### config.mk
export PLATFORM = sky130hd
export DESIGN_NAME = protobuf_varint_field_scanner_core
export DESIGN_NICKNAME = d
export VERILOG_FILES = /design/src/design/pvfs_pkg.sv /design/src/design/protobuf_varint_field_scanner_core.sv /design/src/design/pvfs_in_stage.sv /design/src/design/pvfs_decoder.sv
export VERILOG_INCLUDE_DIRS = /design/src /design/src/design
export SDC_FILE = /design/constraint.sdc
export NUM_CORES = 1
export LEC_CHECK = 0
export BUFFER_PORTS_ARGS = -buffer_cell sky130_fd_sc_hd__buf_2
export CAP_MARGIN = 40
export CORE_MARGIN = 1.5
export CORE_UTILIZATION = 25
export CTS_CLUSTER_SIZE = 24
export DETAILED_ROUTE_END_ITERATION = 10
export SYNTH_ARGS = -nofsm -noshare
export SYNTH_HDL_FRONTEND = slang
export SYNTH_SLANG_ARGS = --single-unit
### constraint.sdc
create_clock -name clk -period 5.5 [get_ports clk]
set_input_delay 0.275 -clock clk [delete_from_list [all_inputs] [get_ports clk]]
set_output_delay 0.275 -clock clk [all_outputs]
set_load 0.05 [all_outputs]
### src/design/protobuf_varint_field_scanner_core_defines.svh
// Assertion macros shared by the scanner core modules.
// Expects clk and rst_n in the scope where a macro is used.
`ifndef PROTOBUF_VARINT_FIELD_SCANNER_CORE_DEFINES_SVH
`define PROTOBUF_VARINT_FIELD_SCANNER_CORE_DEFINES_SVH

// Check that CONS holds in every cycle where ANTE holds.
`define PVFS_ASSERT_IMPLIES(LBL, ANTE, CONS) \
    LBL: assert property (@(posedge clk) disable iff (!rst_n) (ANTE) |-> (CONS)) \
        else $error("pvfs: implication check failed");

// Check that EXPR is never true.
`define PVFS_ASSERT_NEVER(LBL, EXPR) \
    LBL: assert property (@(posedge clk) disable iff (!rst_n) !(EXPR)) \
        else $error("pvfs: forbidden condition seen");

`endif

### src/design/pvfs_pkg.sv
// Shared types and constants for the protobuf varint field scanner.
// No dependencies.
package pvfs_pkg;

    localparam int BYTE_W    = 8;
    localparam int FIELD_W   = 29;
    localparam int VALUE_W   = 32;
    localparam int ACC_W     = 64;
    localparam int SHIFT_W   = 7;
    localparam int GROUP_W   = 7;
    localparam int WT_W      = 3;
    localparam int TAGNUM_W  = 32;

    // Shift positions at or above this drop their group.
    localparam logic [SHIFT_W-1:0] SHIFT_LIMIT = SHIFT_W'(ACC_W);
    localparam logic [SHIFT_W-1:0] GROUP_STEP  = SHIFT_W'(GROUP_W);

    // Wire types handled by the scanner.
    localparam logic [WT_W-1:0] WT_VARINT  = 3'd0;
    localparam logic [WT_W-1:0] WT_FIXED64 = 3'd1;
    localparam logic [WT_W-1:0] WT_LEN     = 3'd2;
    localparam logic [WT_W-1:0] WT_FIXED32 = 3'd5;

    localparam logic [ACC_W-1:0] FIXED64_BYTES = 64'd8;
    localparam logic [ACC_W-1:0] FIXED32_BYTES = 64'd4;

    typedef enum logic [6:0] {
        MODE_START = 7'b0000001,
        MODE_TAG   = 7'b0000010,
        MODE_VAL   = 7'b0000100,
        MODE_SKIPV = 7'b0001000,
        MODE_LEN   = 7'b0010000,
        MODE_SKIPN = 7'b0100000,
        MODE_DONE  = 7'b1000000
    } scan_mode_t;

    typedef struct packed {
        logic [BYTE_W-1:0]  body_byte;
        logic [FIELD_W-1:0] wanted_field;
        logic               end_of_body;
    } pvfs_item_t;

    typedef struct packed {
        logic               found;
        logic [VALUE_W-1:0] field_value;
        logic               bad_wire_type;
    } pvfs_result_t;

endpackage

### src/design/protobuf_varint_field_scanner_core.sv
// After its last byte is accepted, a result passes the input and result registers.
// Throughput: one body byte per cycle, bar the stall below; state is registered.
// A last byte waits in the input register only while a previous result is stalled.
// Reset (rst_n, async, active low) clears the scan state and both valid flags;
// there is no clearing pass, the block accepts bytes in the first cycle after reset.
module protobuf_varint_field_scanner_core (
    input  logic                           clk,
    input  logic                           rst_n,
    input  logic                           in_valid,
    output logic                           in_stall,
    input  logic [pvfs_pkg::BYTE_W-1:0]    body_byte,
    input  logic [pvfs_pkg::FIELD_W-1:0]   wanted_field,
    input  logic                           end_of_body,
    output logic                           out_valid,
    input  logic                           out_stall,
    output logic                           found,
    output logic [pvfs_pkg::VALUE_W-1:0]   field_value,
    output logic                           bad_wire_type
);
    import pvfs_pkg::*;

`include "protobuf_varint_field_scanner_core_defines.svh"

    pvfs_item_t   in_item;
    pvfs_item_t   held_item;
    logic         held_valid;
    logic         step;
    pvfs_result_t dec_result;
    pvfs_result_t res_reg;
    logic         out_valid_reg, out_valid_next;

    assign in_item.body_byte    = body_byte;
    assign in_item.wanted_field = wanted_field;
    assign in_item.end_of_body  = end_of_body;

    // Input register: parts the upstream handshake from the decode logic.
    pvfs_in_stage u_in_stage (
        .clk        (clk),
        .rst_n      (rst_n),
        .in_valid   (in_valid),
        .in_stall   (in_stall),
        .in_item    (in_item),
        .take       (step),
        .held_valid (held_valid),
        .held_item  (held_item)
    );

    // Advance the scan on every held request, except a last byte whose
    // result has nowhere to go because the result register is still stalled.
    assign step = held_valid
                  && (!held_item.end_of_body || !out_valid_reg || !out_stall);

    pvfs_decoder u_decoder (
        .clk    (clk),
        .rst_n  (rst_n),
        .step   (step),
        .item   (held_item),
        .result (dec_result)
    );

    // Result register: load on the last byte, drop once taken downstream.
    always_comb
    begin
        out_valid_next = out_valid_reg;
        if (step && held_item.end_of_body)
        begin
            out_valid_next = 1'b1;
        end
        else if (!out_stall)
        begin
            out_valid_next = 1'b0;
        end
    end

    always_ff @(posedge clk or negedge rst_n)
    begin
        if (!rst_n)
        begin
            out_valid_reg <= 1'b0;
            res_reg       <= '0;
        end
        else
        begin
            out_valid_reg <= out_valid_next;
            if (step && held_item.end_of_body)
            begin
                res_reg <= dec_result;
            end
        end
    end

    assign out_valid     = out_valid_reg;
    assign found         = res_reg.found;
    assign field_value   = res_reg.field_value;
    assign bad_wire_type = res_reg.bad_wire_type;

    `PVFS_ASSERT_NEVER(a_found_and_bad, res_reg.found && res_reg.bad_wire_type)
    `PVFS_ASSERT_IMPLIES(a_value_needs_hit, !res_reg.found, res_reg.field_value == '0)
    `PVFS_ASSERT_IMPLIES(a_stall_when_held, in_stall, held_valid && out_valid_reg && out_stall)

endmodule

### src/design/pvfs_in_stage.sv
// Input register for one body byte request and its side fields.
// Depends on pvfs_pkg.
module pvfs_in_stage (
    input  logic                clk,
    input  logic                rst_n,
    input  logic                in_valid,
    output logic                in_stall,
    input  pvfs_pkg::pvfs_item_t in_item,
    input  logic                take,
    output logic                held_valid,
    output pvfs_pkg::pvfs_item_t held_item
);
    import pvfs_pkg::*;

    logic       valid_reg;
    logic       valid_next;
    pvfs_item_t item_reg;
    logic       load;

    // Stall only while a held request is not drained this cycle.
    assign in_stall = valid_reg && !take;
    assign load     = in_valid && !in_stall;

    always_comb
    begin
        valid_next = valid_reg;
        if (load)
        begin
            valid_next = 1'b1;
        end
        else if (take)
        begin
            valid_next = 1'b0;
        end
    end

    always_ff @(posedge clk or negedge rst_n)
    begin
        if (!rst_n)
        begin
            valid_reg <= 1'b0;
        end
        else
        begin
            valid_reg <= valid_next;
        end
    end

    always_ff @(posedge clk)
    begin
        if (load)
        begin
            item_reg <= in_item;
        end
    end

    assign held_valid = valid_reg;
    assign held_item  = item_reg;

endmodule

### src/design/pvfs_decoder.sv
// Per-byte scan state machine: tag/length/value varint decode and skipping.
// Depends on pvfs_pkg and the scanner defines header.
`include "protobuf_varint_field_scanner_core_defines.svh"

module pvfs_decoder (
    input  logic                  clk,
    input  logic                  rst_n,
    input  logic                  step,
    input  pvfs_pkg::pvfs_item_t  item,
    output pvfs_pkg::pvfs_result_t result
);
    import pvfs_pkg::*;

    scan_mode_t         mode_reg, mode_next, eff_mode;
    logic [ACC_W-1:0]   acc_reg, acc_next, acc_new, grp_ext;
    logic [SHIFT_W-1:0] shift_reg, shift_next, shift_new;
    logic [ACC_W-1:0]   skip_reg, skip_next, skip_dec;
    logic [FIELD_W-1:0] target_reg, target_next;
    logic               hit_reg, hit_next;
    logic               bad_reg, bad_next;
    logic [VALUE_W-1:0] held_reg, held_next;
    logic               more;
    logic               last;
    logic               take_grp;
    logic [WT_W-1:0]    wire_type;
    logic               tag_match;
    logic               acc_idle_mode;

    assign more = item.body_byte[BYTE_W-1];
    assign last = item.end_of_body;

    // Merge the 7-bit group; drop it once the position reaches 64.
    assign take_grp  = shift_reg < SHIFT_LIMIT;
    assign grp_ext   = ACC_W'(item.body_byte[GROUP_W-1:0]);
    assign acc_new   = take_grp ? (acc_reg | (grp_ext << shift_reg[SHIFT_W-2:0])) : acc_reg;
    assign shift_new = take_grp ? (shift_reg + GROUP_STEP) : shift_reg;

    assign wire_type = acc_new[WT_W-1:0];
    assign skip_dec  = skip_reg - ACC_W'(skip_reg != '0);

    always_comb
    begin
        mode_next   = mode_reg;
        acc_next    = acc_reg;
        shift_next  = shift_reg;
        skip_next   = skip_reg;
        target_next = target_reg;
        hit_next    = hit_reg;
        bad_next    = bad_reg;
        held_next   = held_reg;
        eff_mode    = mode_reg;

        // Sample the wanted number on the first byte of a message.
        if (mode_reg == MODE_START)
        begin
            target_next = item.wanted_field;
            eff_mode    = MODE_TAG;
            mode_next   = MODE_TAG;
        end

        tag_match = (acc_new[WT_W +: TAGNUM_W] == TAGNUM_W'(target_next))
                    && (wire_type == WT_VARINT);

        case (eff_mode)
            MODE_TAG:
            begin
                acc_next   = acc_new;
                shift_next = shift_new;
                if (!more || last)
                begin
                    acc_next   = '0;
                    shift_next = '0;
                    if (tag_match)
                    begin
                        if (last)
                        begin
                            hit_next  = 1'b1;
                            held_next = '0;
                            mode_next = MODE_DONE;
                        end
                        else
                        begin
                            mode_next = MODE_VAL;
                        end
                    end
                    else
                    begin
                        case (wire_type)
                            WT_VARINT:
                            begin
                                mode_next = MODE_SKIPV;
                            end
                            WT_LEN:
                            begin
                                mode_next = MODE_LEN;
                            end
                            WT_FIXED64:
                            begin
                                skip_next = FIXED64_BYTES;
                                mode_next = MODE_SKIPN;
                            end
                            WT_FIXED32:
                            begin
                                skip_next = FIXED32_BYTES;
                                mode_next = MODE_SKIPN;
                            end
                            default:
                            begin
                                bad_next  = 1'b1;
                                mode_next = MODE_DONE;
                            end
                        endcase
                    end
                end
            end
            MODE_VAL:
            begin
                acc_next   = acc_new;
                shift_next = shift_new;
                if (!more || last)
                begin
                    hit_next   = 1'b1;
                    held_next  = acc_new[VALUE_W-1:0];
                    acc_next   = '0;
                    shift_next = '0;
                    mode_next  = MODE_DONE;
                end
            end
            MODE_SKIPV:
            begin
                if (!more)
                begin
                    mode_next = MODE_TAG;
                end
            end
            MODE_LEN:
            begin
                acc_next   = acc_new;
                shift_next = shift_new;
                if (!more)
                begin
                    skip_next  = acc_new;
                    acc_next   = '0;
                    shift_next = '0;
                    mode_next  = (acc_new != '0) ? MODE_SKIPN : MODE_TAG;
                end
            end
            MODE_SKIPN:
            begin
                skip_next = skip_dec;
                if (skip_dec == '0)
                begin
                    mode_next = MODE_TAG;
                end
            end
            default:
            begin
                // Stopped: ignore bytes until the end of the message.
            end
        endcase
    end

    // Result as seen after this byte; only meaningful on the last byte.
    assign result.found         = hit_next;
    assign result.field_value   = hit_next ? held_next : '0;
    assign result.bad_wire_type = bad_next;

    // Modes that never hold a partial varint.
    assign acc_idle_mode = (mode_reg == MODE_SKIPV) || (mode_reg == MODE_SKIPN)
                           || (mode_reg == MODE_DONE) || (mode_reg == MODE_START);

    always_ff @(posedge clk or negedge rst_n)
    begin
        if (!rst_n)
        begin
            mode_reg   <= MODE_START;
            acc_reg    <= '0;
            shift_reg  <= '0;
            skip_reg   <= '0;
            target_reg <= '0;
            hit_reg    <= 1'b0;
            bad_reg    <= 1'b0;
            held_reg   <= '0;
        end
        else if (step)
        begin
            if (last)
            begin
                mode_reg   <= MODE_START;
                acc_reg    <= '0;
                shift_reg  <= '0;
                skip_reg   <= '0;
                target_reg <= '0;
                hit_reg    <= 1'b0;
                bad_reg    <= 1'b0;
                held_reg   <= '0;
            end
            else
            begin
                mode_reg   <= mode_next;
                acc_reg    <= acc_next;
                shift_reg  <= shift_next;
                skip_reg   <= skip_next;
                target_reg <= target_next;
                hit_reg    <= hit_next;
                bad_reg    <= bad_next;
                held_reg   <= held_next;
            end
        end
    end

    `PVFS_ASSERT_IMPLIES(a_skip_idle, mode_reg != MODE_SKIPN, skip_reg == '0)
    `PVFS_ASSERT_IMPLIES(a_acc_clear, acc_idle_mode, (acc_reg == '0) && (shift_reg == '0))
    `PVFS_ASSERT_IMPLIES(a_flag_done, hit_reg || bad_reg, mode_reg == MODE_DONE)

endmodule

==> run metrics, run 1 <==
P per Cell Area 558.5 mW/mm^2; Rel. slew slack 36.20%; Die Area 0.06476 sq mm; worst skew pair latency 590 ps; std cell rows 92; LEAKAGE 8.016 nW; VDD IR-drop max 0.2786 mV; HP Class in -> async; clk_skew 15.99 ps; unrepaired setup endpoints after global routing false; sequential share of power 23.9%; Switching Fraction 46.20%; Iter 0 DRT Violations 1770; CTS H-tree depth 1; DIE HEIGHT 254.5 um; Slew Limit Fails 0; Internal 5.717 mW; initial core utilization 25.20%; Crit Path Category reg -> reg; ANT nets after route 0; CTS sink cnt 279; Total Power 10.63 mW; final worst slack 349.2 ps; P_sw 4.909 mW; drc violations 0; final core utilization 30.33%; Most used DFF post-synth dfrtp_1; Final min period 5151 ps; vias per inst 5.578; largest net degree at the start of global routing 151; Startpoint Class flop; setup TNS 0 ps; dpl hpwl 41840 um; Final Hold Violating Endpoints 0; drt wl/cell 21.58 um; reg-to-reg slack, setup 350 ps; CP Buf/Inv Count 4; layout net count 1901; sequential element share of the synthesized area 45.37%; GPL Wtd Cong 0.9985; port bufs 77; first-pass GRT wire length 89420 um; total of max-cap violations 0; initial antenna violation count 1; fillers 6529; I/O pin total 78; postcts setup bufs 0; CP top delay family simple AND/OR/NAND/NOR gates; CP Cell Sequence nor4_1 > buf_4 > nand2_1 > nor4_1 > buf_4 > nand3_1 > ha_1 > ha_1 > nor3b_1 > nand4_1 > nor4_1 > xor2_1 > nor4b_1 > buf_4 > nand4_1 > nor4_1 > buf_4 > o221ai_1 > a221oi_1 > nor2_1; synthesized cell area 0.01581 sq mm; ys async rst share 86.38%; crit end category flop; setup violators final 0; Core Box Area 0.06274 sq mm; CTS buffer count 31; share of layout cells above drive strength 1 15.21%; number of flops mapped to enable cells by yosys 38; Via Count 15210; CP max FO 9; DP Worst Slack 429.3 ps; area growth from synthesis to layout 20.35%; CP required 5960 ps; ant diodes 0; Ys Warns 0; fmax 0.1941 GHz; Avg Cell Area, Syn 9.118 sq um; status finished clean; vias in the first global route 14540; CTS tree built; Die Wd 254.5 um; CTS root buf clkbuf_16; 1st-pass router iterations 8; Total GRT Usage 17.75%; GRT overflow 0; Worst EP arrival 5610 ps; Fin Hold WS 290.9 ps; CP max-delay cell nor4_1; CP max stage delay 520 ps; Gate power share 55.9%; clock-pin slew on the worst setup and hold paths 70 ps; #FFs+latches synth 279; Detailed Route WL 58840 um; post-synthesis cell count 1734; Post-Syn Nets 1779; post-synth cell types 94; Slew @ Worst Pin 957.0 ps; Clock power frac 20.2%; crit share post-route 93.65%; maximum clock insertion buffer count 3
through the flow:
stage / cells / instance area [sq um]
after global placement: 2618 / 17460
final: 2726 / 19030
after CTS: 2726 / 19020
after global routing: 2726 / 19030
after detailed placement: 2628 / 17580
after floorplan: 1734 / 15810
what timing repair did:
action | in CTS | in global routing
endpoints found under the setup margin | 0 | 1
gates resized for setup | 0 | 2
hold endpoints to repair | 131 | 0
hold buffers | 41 | 0
logic make-up after synthesis:
kind of cell | synth area share (%)
simple gates | 21.27
mux | 2.928
compound gates | 24.22
xor+xnor | 2.271
fa+ha+maj | 0.2374
flops | 45.37
buf+inv | 3.696
area by class of cell:
cell class / count / area, sq um / area share [%]
clock buffer: 43 / 880.8 / 4.629
clock inverter: 14 / 150.1 / 0.7891
inverter: 19 / 71.32 / 0.3748
multi-input combinational: 1313 / 8115 / 42.65
sequential: 279 / 7173 / 37.70
tap: 846 / 1059 / 5.563
timing repair buffer: 212 / 1579 / 8.298
cell usage after synthesis, types with 7 or more instances:
cell      count  area, sq um
nand2_1     157        589.3
dfrtp_1     240         6006
a221o_1      29        290.3
xnor2_1      21        183.9
edfxtp_1     38         1141
and2_1       16        100.1
nand3b_1     12        90.09
nand2b_1     16        100.1
or2_2        10        62.56
nor2_1      152        570.6
or4_1         8        60.06
mux2_2        8        90.09
nor4_1       46        287.8
o31ai_1      29        217.7
nor3_1       51        255.2
nor4b_1       9        78.83
o22a_1       10        87.58
a31oi_1      26        162.7
mux2i_1      29        290.3
o32a_1        8        80.08
a21boi_0      8        60.06
clkbuf_1     98        367.9
nand4_1      37        231.5
o22ai_1      21        131.4
inv_1        16        60.06
nor2b_1      16        100.1
a21o_1        8        60.06
or3b_2        7        61.31
a21oi_1     169        845.8
and3_1       13        81.33
a22o_1       50        437.9
or3_1        18        112.6
nand3_1      41        205.2
xor2_1       20        175.2
buf_2        14        70.07
o21ai_0     148        740.7
power groups by stage:
| stage | Clock, mW | Combinational [mW] | Sequential (mW) |
|---|---|---|---|
| after floorplan | 0 | 3.65 | 2.45 |
| after detailed placement | 0 | 5.74 | 2.57 |
| after global placement | 0 | 5.71 | 2.56 |
| final | 2.14 | 5.94 | 2.54 |
| after global routing | 2.25 | 6.33 | 2.57 |
| after CTS | 2.18 | 5.80 | 2.53 |
layout by cell type (no fill, tap or decap), types with 15 or more instances in the layout:
cell           netlist  final
mux2i_1             29     29
clkbuf_16            0     31
inv_1               16     16
nor2b_1             16     16
a221o_1             29     29
buf_4                3     87
and2_1              16     15
a31oi_1             26     25
nand3_1             41     40
dfrtp_1            240    240
nor4_1              46     44
o31ai_1             29     28
nor3_1              51     50
edfxtp_1            38     38
a22o_1              50     50
dlygate4sd3_1        0     41
nand2_1            157    156
nand2b_1            16     16
nor2_1             152    151
nand4_1             37     37
buf_2               14     76
o21ai_0            148    148
xor2_1              20     20
o22ai_1             21     21
xnor2_1             21     21
or3_1               18     18
a21oi_1            169    169
worst paths after layout:
kind	start	end	cells after the start
worst max-delay path	u_decoder.skip_reg[48]$_DFFE_PN0P_	u_decoder.mode_reg[5]$_DFFE_PN0P_	20
max in group asynchronous	rst_n	u_decoder.held_reg[29]$_DFFE_PN0P_	3
min in group clk	body_byte[3]	u_in_stage.held_item[33]$_DFFE_PP_	2
worst min-delay path	rst_n	u_decoder.target_reg[13]$_DFFE_PN0P_	2
worst max register to register	u_decoder.skip_reg[48]$_DFFE_PN0P_	u_decoder.mode_reg[5]$_DFFE_PN0P_	20
worst min register to register	u_decoder.held_reg[15]$_DFFE_PN0P_	u_decoder.held_reg[15]$_DFFE_PN0P_	2
metal layers:
metal | global-route usage (%) | vias to the layer above | wire [um]
li1 | - | 6809 | -
met1 | 25.26 | 7567 | 25790
met2 | 27.09 | 722 | 26270
met3 | 3.337 | 107 | 4971
met4 | 5.340 | 0 | 1808
met5 | 0 | - | 0
Power figures use the tool's default switching activity.
==> run 2: changes to the inputs <==
Settings changed: CORE_ASPECT_RATIO set to 1.75.
==> run metrics, run 2 (synthesis gave the netlist of run 1 again) <==
LEAKAGE 8.180 nW (was 8.016 nW); vias per inst 5.634 (was 5.578); P_sw 5.122 mW (was 4.909 mW); crit end category flop (unchanged); Clock power frac 18.9% (was 20.2%); CTS H-tree depth 1 (unchanged); vias in the first global route 15400 (was 14540); Total Power 11.06 mW (was 10.63 mW); area growth from synthesis to layout 21.37% (was 20.35%); DIE HEIGHT 335.7 um (was 254.5 um); CP required 5970 ps (was 5960 ps); Crit Path Category reg -> reg (unchanged); status finished clean (unchanged); Total GRT Usage 20.09% (was 17.75%); Worst EP arrival 5420 ps (was 5610 ps); P per Cell Area 576.5 mW/mm^2 (was 558.5 mW/mm^2); fillers 6556 (was 6529); GPL Wtd Cong 0.9707 (was 0.9985); Final min period 4950 ps (was 5151 ps); Rel. slew slack 34.45% (was 36.20%); dpl hpwl 48040 um (was 41840 um); maximum clock insertion buffer count 3 (unchanged); CTS tree built (unchanged); initial core utilization 25.35% (was 25.20%); unrepaired setup endpoints after global routing false (unchanged); crit share post-route 90.01% (was 93.65%); Die Wd 193.1 um (was 254.5 um); top layer in use met4 (unchanged); Iter 0 DRT Violations 1478 (was 1770); fmax 0.2020 GHz (was 0.1941 GHz); Detailed Route WL 65080 um (was 58840 um); HP Class in -> async (unchanged); GRT overflow 0 (unchanged); largest net degree at the start of global routing 149 (was 151); CTS sink cnt 279 (unchanged); Slew @ Worst Pin 983.2 ps (was 957.0 ps); first-pass GRT wire length 97330 um (was 89420 um); Gate power share 58.4% (was 55.9%); clock-pin slew on the worst setup and hold paths 70 ps (about the same); worst skew pair latency 590 ps (about the same); Switching Fraction 46.30% (was 46.20%); drt wl/cell 24.03 um (was 21.58 um); ANT nets after route 0 (unchanged); I/O pin total 78 (unchanged); layout net count 1935 (was 1901); port bufs 77 (unchanged); Final Hold Violating Endpoints 0 (unchanged); Startpoint Class flop (unchanged); ant diodes 0 (unchanged); setup TNS 0 ps (unchanged); most frequent cells in the layout 240 x dfrtp_1, 168 x a21oi_1, 156 x nand2_1 (was 240 x dfrtp_1, 169 x a21oi_1, 156 x nand2_1); total of max-cap violations 0 (unchanged); 1st-pass router iterations 7 (was 8); CTS root buf clkbuf_16 (unchanged); Internal 5.941 mW (was 5.717 mW); CTS buffer count 27 (was 31); clk_skew 15.83 ps (was 15.99 ps); met2 wire length 32040 um (was 26270 um); setup violators final 0 (unchanged); Slew Limit Fails 0 (unchanged); initial antenna violation count 0 (was 1); met3 WL 3122 um (was 4971 um); most common cell after layout, fill and taps aside dfrtp_1 (unchanged); sequential share of power 22.8% (was 23.9%); drc violations 0 (unchanged); VDD IR-drop max 0.3120 mV (was 0.2786 mV); Via Count 15260 (was 15210); CP max FO 9 (unchanged); std cell rows 121 (was 92); Die Area 0.06482 sq mm (was 0.06476 sq mm); Metal-1 WL 22750 um (was 25790 um); Core Box Area 0.06237 sq mm (was 0.06274 sq mm); share of layout cells above drive strength 1 16.39% (was 15.21%)
==> run 2: changes by cell type in the layout (fill, tap and decap cells not counted), moves of 3 or more <==
cell,before,now
buf_4,87,120
clkinvlp_4,6,1
buf_12,3,6
clkbuf_16,31,28
==> run 2: cell type report <==
cell class / count / area, sq um / share of cell area [%]
Timing Repair Buffer: 250 / 1889 / 9.846
Sequential cell: 279 / 7173 / 37.38
Tap cell: 799 / 999.7 / 5.210
Clock inverter: 10 / 167.7 / 0.8738
Inverter: 19 / 71.32 / 0.3717
Multi-Input combinational cell: 1313 / 8095 / 42.19
Clock buffer: 39 / 792.0 / 4.128
==> run 2: worst paths after layout <==
check / from / end / slack (ps) / depth (start not counted)
min in group clk: wanted_field[23] / u_in_stage.held_item[24]$_DFFE_PP_ / 390 / 2
setup reg to reg: u_decoder.skip_reg[48]$_DFFE_PN0P_ / u_decoder.mode_reg[5]$_DFFE_PN0P_ / 550 / 19
hold / removal: rst_n / u_decoder.shift_reg[1]$_DFFE_PN0P_ / 280 / 2
setup / recovery: u_decoder.skip_reg[48]$_DFFE_PN0P_ / u_decoder.mode_reg[5]$_DFFE_PN0P_ / 550 / 19
max in group asynchronous: rst_n / u_decoder.skip_reg[13]$_DFFE_PN0P_ / 3760 / 3
hold reg to reg: u_decoder.held_reg[15]$_DFFE_PN0P_ / u_decoder.held_reg[15]$_DFFE_PN0P_ / 490 / 2
==> run 2: routing by layer <==
| layer | global-route usage [%] | up-vias |
|---|---|---|
| met1 | 21.10 | 7515 |
| met2 | 34.38 | 651 |
| met3 | 2.393 | 227 |
| met4 | 18.71 | 0 |
| li1 | - | 6870 |
| met5 | 0 | - |
==> run 2: power by group through the flow <==
stage / combinational (mW) / clock [mW] / sequential [mW]
final: 6.46 / 2.09 / 2.52
after CTS: 6.34 / 2.11 / 2.51
after floorplan: 3.65 / 0 / 2.45
after global placement: 6.25 / 0 / 2.54
after global routing: 6.84 / 2.20 / 2.54
after detailed placement: 6.29 / 0 / 2.54
==> run 2: through the flow <==
| stage | worst slack (ps) | instances | hold slack (ps) | util, % | cell area (sq um) |
|---|---|---|---|---|---|
| 2_1_floorplan | 1346 | 1734 | -20.59 | - | 15810 |
| 3_3_place_gp | 468.7 | 2605 | 351.6 | 28.33 | 17670 |
| 3_5_place_dp | 580.7 | 2618 | 365.3 | 28.56 | 17810 |
| 6_report | 549.6 | 2709 | 277.6 | 30.76 | 19190 |
| 4_1_cts | 522.2 | 2708 | 349.3 | 30.76 | 19180 |
| 5_1_grt | 257.2 | 2709 | 343.0 | 30.76 | 19190 |
==> run 2: worst max-delay path, cell delays in order, from the launching register on <==
cell,delay (ps)
dfrtp_1,470
nor4_1,110
nand2_1,90
nor4_1,50
buf_4,160
nand3_1,80
ha_1,210
nor4b_2,290
buf_4,210
nand4_1,330
o41ai_1,800
o21ai_0,250
nor4_1,500
buf_4,190
nand4_1,110
nor4_1,320
buf_4,180
o221ai_1,110
a221oi_1,290
nor2_1,80
==> run 2: what timing repair did <==
| item | CTS | global route |
|---|---|---|
| resized for setup | 0 | 0 |
| buffers inserted | 0 | 0 |
| endpoints found under the hold margin | 133 | 0 |
| hold buffers | 41 | 0 |
==> run 3: changes to the inputs <==
Settings changed: PLACE_DENSITY set to 0.36.
==> run metrics, run 3 (synthesis gave the netlist of run 1 again) <==
Final min period 5169 ps (was 4950 ps); Via Count 14980 (was 15260); ant diodes 0 (unchanged); CP max stage delay 680 ps (was 800 ps); CP max FO 8 (was 9); CTS buffer count 31 (was 27); CP max-delay cell nor3_1 (was o41ai_1); LEAKAGE 8.218 nW (was 8.180 nW); I/O pin total 78 (unchanged); dpl hpwl 53360 um (was 48040 um); Total GRT Usage 22.55% (was 20.09%); crit end category flop (unchanged); Reg2Reg Depth 18 (was 19); worst skew pair latency 620 ps (was 590 ps); Core Box Area 0.06237 sq mm (unchanged); Final Hold Violating Endpoints 0 (unchanged); reg-to-reg slack, setup 330 ps (was 550 ps); status finished clean (unchanged); 1st-pass router iterations 5 (was 7); CTS tree built (unchanged); GRT overflow 0 (unchanged); Slew @ Worst Pin 982.0 ps (was 983.2 ps); unrepaired setup endpoints after global routing false (unchanged); clk_skew 16.65 ps (was 15.83 ps); Crit Path Category reg -> reg (unchanged); vias in the first global route 15360 (was 15400); vias per inst 5.516 (was 5.634); Die Area 0.06482 sq mm (unchanged); Rel. slew slack 34.53% (was 34.45%); CTS root buf clkbuf_16 (unchanged); fillers 6648 (was 6556); std cell rows 121 (unchanged); setup TNS 0 ps (unchanged); FF-to-FF End u_decoder.mode_reg[5]$_DFFE_PN0P_ (unchanged); GPL Wtd Cong 0.8768 (was 0.9707); area of the multi-input gates 0.008102 sq mm (was 0.008095 sq mm); CP Cell Sequence nor4_1 > clkdlybuf4s18_2 > nand4_1 > nor4_1 > nand3_1 > ha_1 > nor4b_2 > nand4_1 > buf_4 > nor3_1 > a21boi_0 > a2111oi_0 > nand4_1 > nor4_1 > buf_4 > o221ai_1 > a221oi_1 > nor2_1 (was nor4_1 > nand2_1 > nor4_1 > buf_4 > nand3_1 > ha_1 > nor4b_2 > buf_4 > nand4_1 > o41ai_1 > o21ai_0 > nor4_1 > buf_4 > nand4_1 > nor4_1 > buf_4 > o221ai_1 > a221oi_1 > nor2_1); HP Class in -> async (unchanged); Iter 0 DRT Violations 1080 (was 1478); Startpoint Class flop (unchanged); largest net degree at the start of global routing 134 (was 149); area growth from synthesis to layout 21.89% (was 21.37%); clock-pin slew on the worst setup and hold paths 70 ps (about the same); VDD IR-drop max 0.2580 mV (was 0.3120 mV); most common cell after layout, fill and taps aside dfrtp_1 (unchanged); Detailed Route WL 72220 um (was 65080 um); Register Area 0.007173 sq mm (unchanged); first-pass GRT wire length 107400 um (was 97330 um); P per Cell Area 574.8 mW/mm^2 (was 576.5 mW/mm^2); Total Power 11.08 mW (was 11.06 mW); drc violations 0 (unchanged); initial antenna violation count 0 (unchanged); drt wl/cell 26.60 um (was 24.03 um); layout net count 1937 (was 1935); Fin Hold WS 347.2 ps (was 277.6 ps); CTS H-tree depth 1 (unchanged); area post-placement 0.01781 sq mm (about the same); setup violators final 0 (unchanged); total of max-cap violations 0 (unchanged); CTS sink cnt 279 (unchanged); most frequent cells in the layout 240 x dfrtp_1, 169 x a21oi_1, 156 x nand2_1 (was 240 x dfrtp_1, 168 x a21oi_1, 156 x nand2_1); Worst R2R Start u_decoder.skip_reg[10]$_DFFE_PN0P_ (was u_decoder.skip_reg[48]$_DFFE_PN0P_); Die Wd 193.1 um (unchanged); initial core utilization 25.35% (unchanged); share of layout cells above drive strength 1 16.49% (was 16.39%); DIE HEIGHT 335.7 um (unchanged); maximum clock insertion buffer count 3 (unchanged); port bufs 77 (unchanged); Slew Limit Fails 0 (unchanged); crit share post-route 93.98% (was 90.01%); Worst EP arrival 5670 ps (was 5420 ps); ANT nets after route 0 (unchanged); CP required 6000 ps (was 5970 ps); Layout Cell Area excl Fill 0.01927 sq mm (was 0.01919 sq mm); fmax 0.1935 GHz (was 0.2020 GHz)
==> run 3: changes by cell type in the layout (fill, tap and decap cells not counted), moves of 2 or more <==
cell and change:
clkinv_2 +6, clkdlybuf4s15_2 -2, clkbuf_16 +3, buf_2 +2, clkbuf_8 -3, clkbuf_1 +4, buf_4 -4
==> run 3: metal layers <==
layer	global-route usage, %	vias to the layer above	wire length (um)
met2	41.61	375	38710
met3	1.892	127	2134
li1	-	6882	-
met4	10.92	0	3872
met1	25.61	7593	27500
met5	0	-	0
==> run 3: through the flow <==
step / instances / utilization [%] / worst slack [ps]
after floorplan: 1734 / - / 1346
after global placement: 2605 / 28.34 / 274.9
after detailed placement: 2616 / 28.55 / 365.1
after CTS: 2715 / 30.90 / 323.1
after global routing: 2715 / 30.90 / 7.461
final: 2715 / 30.90 / 331.2
==> run 3: worst max-delay path by stage <==
stage	slack [ps]	startpoint	depth (start not counted)	to
2_1_floorplan	1350	u_decoder.skip_reg[29]$_DFFE_PN0P_	16	u_decoder.mode_reg[5]$_DFFE_PN0P_
3_3_place_gp	270	u_decoder.skip_reg[49]$_DFFE_PN0P_	20	u_decoder.mode_reg[5]$_DFFE_PN0P_
3_5_place_dp	370	u_decoder.skip_reg[10]$_DFFE_PN0P_	20	u_decoder.mode_reg[5]$_DFFE_PN0P_
4_1_cts	320	u_decoder.skip_reg[10]$_DFFE_PN0P_	20	u_decoder.mode_reg[5]$_DFFE_PN0P_
5_1_grt	7	u_decoder.skip_reg[10]$_DFFE_PN0P_	18	u_decoder.mode_reg[5]$_DFFE_PN0P_
6_report	330	u_decoder.skip_reg[10]$_DFFE_PN0P_	18	u_decoder.mode_reg[5]$_DFFE_PN0P_
==> run 3: final cells by class <==
cell class	instances	share of cell area (%)
clock buffers	43	4.363
inverters	19	0.3701
flip-flops and latches	279	37.22
well taps	799	5.188
clock inverters	14	1.052
repair buffers	248	9.765
multi-input cells	1313	42.04
==> run 3: worst max-delay path, delay by kind of cell, from the launching register on <==
family | cells | cell delay (ps)
flip-flops | 1 | 490
AND/OR/NAND/NOR | 10 | 2340
AO/OA/AOI/OAI | 4 | 1250
buffers and inverters | 3 | 760
adder cells (fa/ha/maj) | 1 | 200
==> run 3: report_power, final <==
part / switching (mW) / total [mW] / internal, mW
clock network: 0.949 / 2.25 / 1.30
logic: 4.05 / 6.29 / 2.24
registers: 0.244 / 2.54 / 2.29
==> run 3: what timing repair did <==
item | 4_1_cts | 5_1_grt
resized for setup | 0 | 0
buffers inserted | 0 | 0
hold buffers | 42 | 0
endpoints found under the hold margin | 149 | 0
